<file path="config.mk">
export PLATFORM = sky130hd
export DESIGN_NAME = mbxq_ptr_table
export DESIGN_NICKNAME = d
export VERILOG_FILES = /design/src/per_task_mailbox_queues_top_macros.svh /design/src/mbxq_pkg.sv /design/src/mbxq_ptr_table.sv
export SDC_FILE = /design/constraint.sdc
export NUM_CORES = 1
export LEC_CHECK = 0
export ABC_CLOCK_PERIOD_IN_PS = 4400
export BUFFER_PORTS_ARGS = -buffer_cell sky130_fd_sc_hd__buf_2
export CORE_UTILIZATION = 42
export CTS_CLUSTER_SIZE = 14
export DETAILED_ROUTE_END_ITERATION = 16
export PLACE_DENSITY = 0.58
export SLEW_MARGIN = 20
export SYNTH_ARGS = -nofsm -noshare
export SYNTH_HDL_FRONTEND = slang
export SYNTH_SLANG_ARGS = --single-unit
</file>
<file path="constraint.sdc">
create_clock -name clock -period 4.4 [get_ports clock]
set_input_delay 1.32 -clock clock [delete_from_list [all_inputs] [get_ports clock]]
set_output_delay 1.32 -clock clock [all_outputs]
set_load 0.005 [all_outputs]
</file>
<file path="src/per_task_mailbox_queues_top_macros.svh">
// Assertion macros shared by the mailbox queue block.
`ifndef PER_TASK_MAILBOX_QUEUES_TOP_MACROS_SVH
`define PER_TASK_MAILBOX_QUEUES_TOP_MACROS_SVH

`ifndef NO_ASSERTIONS

// A property that must hold at every clock edge outside reset.
`define MBXQ_ASSERT(lbl, clk, rst, prop, msg) \
   lbl: assert property (@(posedge clk) disable iff (rst) prop) else $error(msg);

// A condition that must be followed by a consequence in the next clock cycle.
`define MBXQ_ASSERT_NEXT(lbl, clk, rst, cond, nxt, msg) \
   lbl: assert property (@(posedge clk) disable iff (rst) (cond) |=> (nxt)) else $error(msg);

`else

`define MBXQ_ASSERT(lbl, clk, rst, prop, msg)
`define MBXQ_ASSERT_NEXT(lbl, clk, rst, cond, nxt, msg)

`endif

`endif

</file>
<file path="src/mbxq_pkg.sv">
package mbxq_pkg;

   localparam int NUM_TASKS   = 16;
   localparam int QUEUE_DEPTH = 16;
   localparam int MAX_PAYLOAD = 256;

   localparam int TASK_W     = $clog2(NUM_TASKS);
   localparam int SLOT_W     = $clog2(QUEUE_DEPTH);
   localparam int CNT_W      = $clog2(QUEUE_DEPTH + 1);
   localparam int LEN_W      = $clog2(MAX_PAYLOAD + 1);
   localparam int MSG_ADDR_W = TASK_W + SLOT_W;

   // A flush aimed at this target empties the caller's own queue.
   localparam logic [7:0] FLUSH_SELF = 8'hFF;

   typedef enum logic [2:0] {
      MODE_SEND        = 3'd0,
      MODE_RECEIVE     = 3'd1,
      MODE_PEEK        = 3'd2,
      MODE_COUNT       = 3'd3,
      MODE_FLUSH       = 3'd4,
      MODE_READ_STATS  = 3'd5,
      MODE_CLEAR_STATS = 3'd6
   } mode_type;

   typedef enum logic [1:0] {
      STATUS_OK      = 2'd0,
      STATUS_INVALID = 2'd1,
      STATUS_FULL    = 2'd2,
      STATUS_EMPTY   = 2'd3
   } status_type;

   typedef struct packed {
      logic [SLOT_W-1:0] head;
      logic [SLOT_W-1:0] tail;
      logic [CNT_W-1:0]  count;
   } ptr_entry_type;

   typedef struct packed {
      logic [3:0]       snd;
      logic [7:0]       typ;
      logic [7:0]       flg;
      logic [LEN_W-1:0] len;
      logic [31:0]      hdl;
   } msg_entry_type;

   typedef struct packed {
      logic                rd_en;
      logic                wr_en;
      logic [TASK_W-1:0]   addr;
      ptr_entry_type       wr_data;
   } ptr_cmd_type;

   typedef struct packed {
      logic                  rd_en;
      logic                  wr_en;
      logic [MSG_ADDR_W-1:0] addr;
      msg_entry_type         wr_data;
   } msg_cmd_type;

   function automatic logic [SLOT_W-1:0] next_slot(input logic [SLOT_W-1:0] slot);
      logic [SLOT_W-1:0] result;
      if (slot == SLOT_W'(QUEUE_DEPTH - 1)) begin
         result = '0;
      end else begin
         result = slot + SLOT_W'(1);
      end
      return result;
   endfunction

   function automatic logic [TASK_W-1:0] to_task(input logic [7:0] value);
      return TASK_W'(value);
   endfunction

endpackage

</file>
<file path="src/mbxq_ptr_table.sv">
module mbxq_ptr_table (
   input  logic                   clock,
   input  logic                   reset,
   input  mbxq_pkg::ptr_cmd_type  cmd,
   output mbxq_pkg::ptr_entry_type rd_data
);

   localparam int DEPTH = 2 ** mbxq_pkg::TASK_W;

   mbxq_pkg::ptr_entry_type mem [0:DEPTH-1];
   logic [DEPTH-1:0]        valid_ff;
   mbxq_pkg::ptr_entry_type rd_data_ff;
   logic                    rd_valid_ff;

   // Entries never written since reset read as all zero.
   always_ff @(posedge clock) begin
      if (reset) begin
         valid_ff    <= '0;
         rd_valid_ff <= 1'b0;
      end else begin
         if (cmd.wr_en) begin
            valid_ff[cmd.addr] <= 1'b1;
         end
         if (cmd.rd_en) begin
            rd_valid_ff <= valid_ff[cmd.addr];
         end
      end
   end

   always_ff @(posedge clock) begin
      if (cmd.wr_en) begin
         mem[cmd.addr] <= cmd.wr_data;
      end
      if (cmd.rd_en) begin
         rd_data_ff <= mem[cmd.addr];
      end
   end

   assign rd_data = rd_valid_ff ? rd_data_ff : '0;

endmodule

</file>
==> impl_results.md <==
* Status: finished, final reports clean
* Dpl hpwl at about 11000 um
* Setup violators final at 0
* Post-synth EDFFs at roughly 220
* CP Data Required Time at ~4.6 ns
* # diodes at 0
* Top-area cell type share of the netlist area at a little over 70%
* Count leader, synth: edfxtp_1
* Worst r2r dst: rd_data_ff[1]
* Max Clk Rate at approximately 310 MHz
* Fin nets at 500
* Most Frequent Cell on Critical Path: buf_4
* CP Depth at 4
* Flop-to-flop setup slack at 2.76 ns
* Worst path top cell family by delay: buffers and inverters
* Cells on worst reg2reg path at 2
* HP Start: valid_ff[1]
* First-pass iteration count of the detailed router at 5
* CTS Buffer Depth at 3
* Critical Path AT at 3.42 ns
* Mapped Nets at ~430
* Register area share after synthesis at roughly 76%
* Initial antenna violation count at 0
* Cell taking the most area after synthesis: edfxtp_1
* Top FF cell, synth: edfxtp_1
* Placer Congestion at about 0.76
* RSZ-0062 raised after global routing: false
* CTS HTree Levels at 1
* Hold depth at 2
* Tmin final at about 3.2 ns
* Endpoints failing hold at 0
* CTS tree: yes
* Largest net degree at the start of global routing at between 50 and 60
* Syn_area_per_cell at 22.4 um^2
* Crit end category: flip-flop
* Gr ovfl total at 0
* WHS at between 0.4 and 0.5 ns
* Clock sinks at approximately 240
* Core area at between 20000 and 25000 um^2
* CTS clk-pin slew, worst paths at about 0.060 ns
* Vias at 4228
* Buffers on Ports at 33
* Static Leakage at 3.54 nW
* Io pins at 34
* Vias per inst at between 5 and 6
* Nature of the critical path startpoint: input pin
* Clock buffer count from CTS at 24
* Yosys reg bits at between 200 and 250
* Worst Tran Pin Value at 1.01 ns
* Max Cap Violations at 0
* Top cells by instance count after synthesis: edfxtp_1 (221), mux4_2 (42), nor2_1 (29)
* Mapped cell area at 9210 um^2
* Synth warn at 0
* Top cells by area, synth: edfxtp_1 (72%), mux4_2 (10%), mux4_1 (7.7%), dfxtp_1 (3.7%), nor2_1 (1.2%)
* Iteration-0 DRC Markers at roughly 280
* Total track usage at between 10% and 20%
* Die area at approximately 23000 um^2
* Clk Tree Root Cell: clkbuf_16
* Post-synth cell types at 26
* WL final at 18100 um
* Critical path buffer and inverter count at 2
* Number of hold buffers added after cts at 0
* Max Slew Vio Count at 0
* Crit-path slowest cell: buf_4
* Site Rows at 53
* End of the worst hold path: valid_ff[1]
* Worst Hold Class: flip-flop to flip-flop
* Skew final at between 0.01 and 0.015 ns
* P&R area growth vs syn at 14.5%
* Worst reg2reg startpoint: mem[13][1]
* Worst skew pair latency at between 0.5 and 0.6 ns
* Worst rel slew slack at 32.8%
* Die Height at between 150 and 200 um
* Cell chain of the critical path: buf_4, nand3b_1, nor3_2, buf_4
* WL/cell at 23.6 um
* Filler instances at 1676
* Maximum VDD drop at 206 uV
* Layout cells sized above 1 at 29.1%
* CP max FO at 57
* Power density cells at around 430 nW/um^2
* First-pass GRT wire length at 27300 um
* Initial Utilization at roughly 43%
* Routed Antenna Nets at 0
* Number of global-route vias before repair at approximately 4500
* Die span in x at between 150 and 200 um
* Ys async rst share at 0%
* Critical path class: input pin to flip-flop
* CTS resizes at 0
* Total negative setup slack at 0 ns
* Post-CTS setup buffer count at 0
* Worst path max stage delay at 0.73 ns
* Synth Instances at about 410
* Final worst path period share at about three quarters
* DRC Markers at 0
per-stage QoR:
stage / setup WS [ns] / power, mW / util, % / cells / area (um^2)
after floorplan: 0.784 / 2.73 / - / 411 / 9210
after global placement: 0.563 / 2.81 / 46.3 / 728 / 9850
after detailed placement: 0.578 / 2.82 / 46.3 / 728 / 9850
after CTS: 1.10 / 4.63 / 49.6 / 770 / 10500
after global routing: 0.993 / 4.74 / 49.6 / 770 / 10500
final: 1.18 / 4.58 / 49.6 / 770 / 10500
final cells by class:
type,count,area (um^2),share of cell area [%]
repair buffers,65,420,3.99
well taps,275,344,3.26
multi-input cells,150,2110,20.0
flip-flops and latches,238,6980,66.1
clock inverters,12,53.8,0.510
clock buffers,30,644,6.11
worst register-to-register path, stage by stage, from the launching register on:
cell and delay (ns):
edfxtp_1 0.38, mux4_1 0.51, mux4_2 0.49
layer usage:
metal  routed length (um)  track usage [%]  vias to the layer above  share of wire (%)
met2                 9020             27.9                      100                 50
li1                     -                -                     1870                  -
met3                  774             3.09                       23                4.3
met1                 8000             23.2                     2235                 44
met5                    0                0                        -                  0
met4                  345             5.66                        0                1.9
cells by family after synthesis:
group | synth area share [%]
flip-flops | 75.7
multiplexers | 18.2
AND/OR/NAND/NOR | 3.38
buffers and inverters | 1.62
AO/OA/AOI/OAI | 1.10
sequential cells by signal (all words and copies together) (netlist names):
register	cells
rd_data_ff	13
rd_valid_ff	1
valid_ff	16
mem	208
cell usage in the layout, fill, tap and decap left out, drive strengths merged, types with 2 or more instances in the layout:
master,Yosys,routed
a21oi,12,12
a31oi,4,4
and2,14,14
and3b,2,2
buf,19,65
clkbuf,4,30
clkinv,0,12
dfxtp,17,17
edfxtp,221,221
mux2i,2,2
mux4,69,69
nand2b,2,2
nand3b,2,2
nor2,29,29
nor2b,3,3
nor3,4,4
worst max-delay path by stage:
stage / startpoint / end
6_report: cmd[13] / mem[1][4]
2_1_floorplan: cmd[13] / mem[0][0]
4_1_cts: cmd[13] / mem[1][4]
3_5_place_dp: cmd[13] / mem[1][7]
3_3_place_gp: cmd[13] / mem[1][7]
5_1_grt: cmd[13] / mem[3][2]
power breakdown:
part,switching [mW],internal [mW],leakage [nW]
clock,0.778,1.03,0.349
sequential,0.0157,2.53,2.14
combinational,0.120,0.101,1.04
Note: power is estimated with default switching activity, not from simulation.
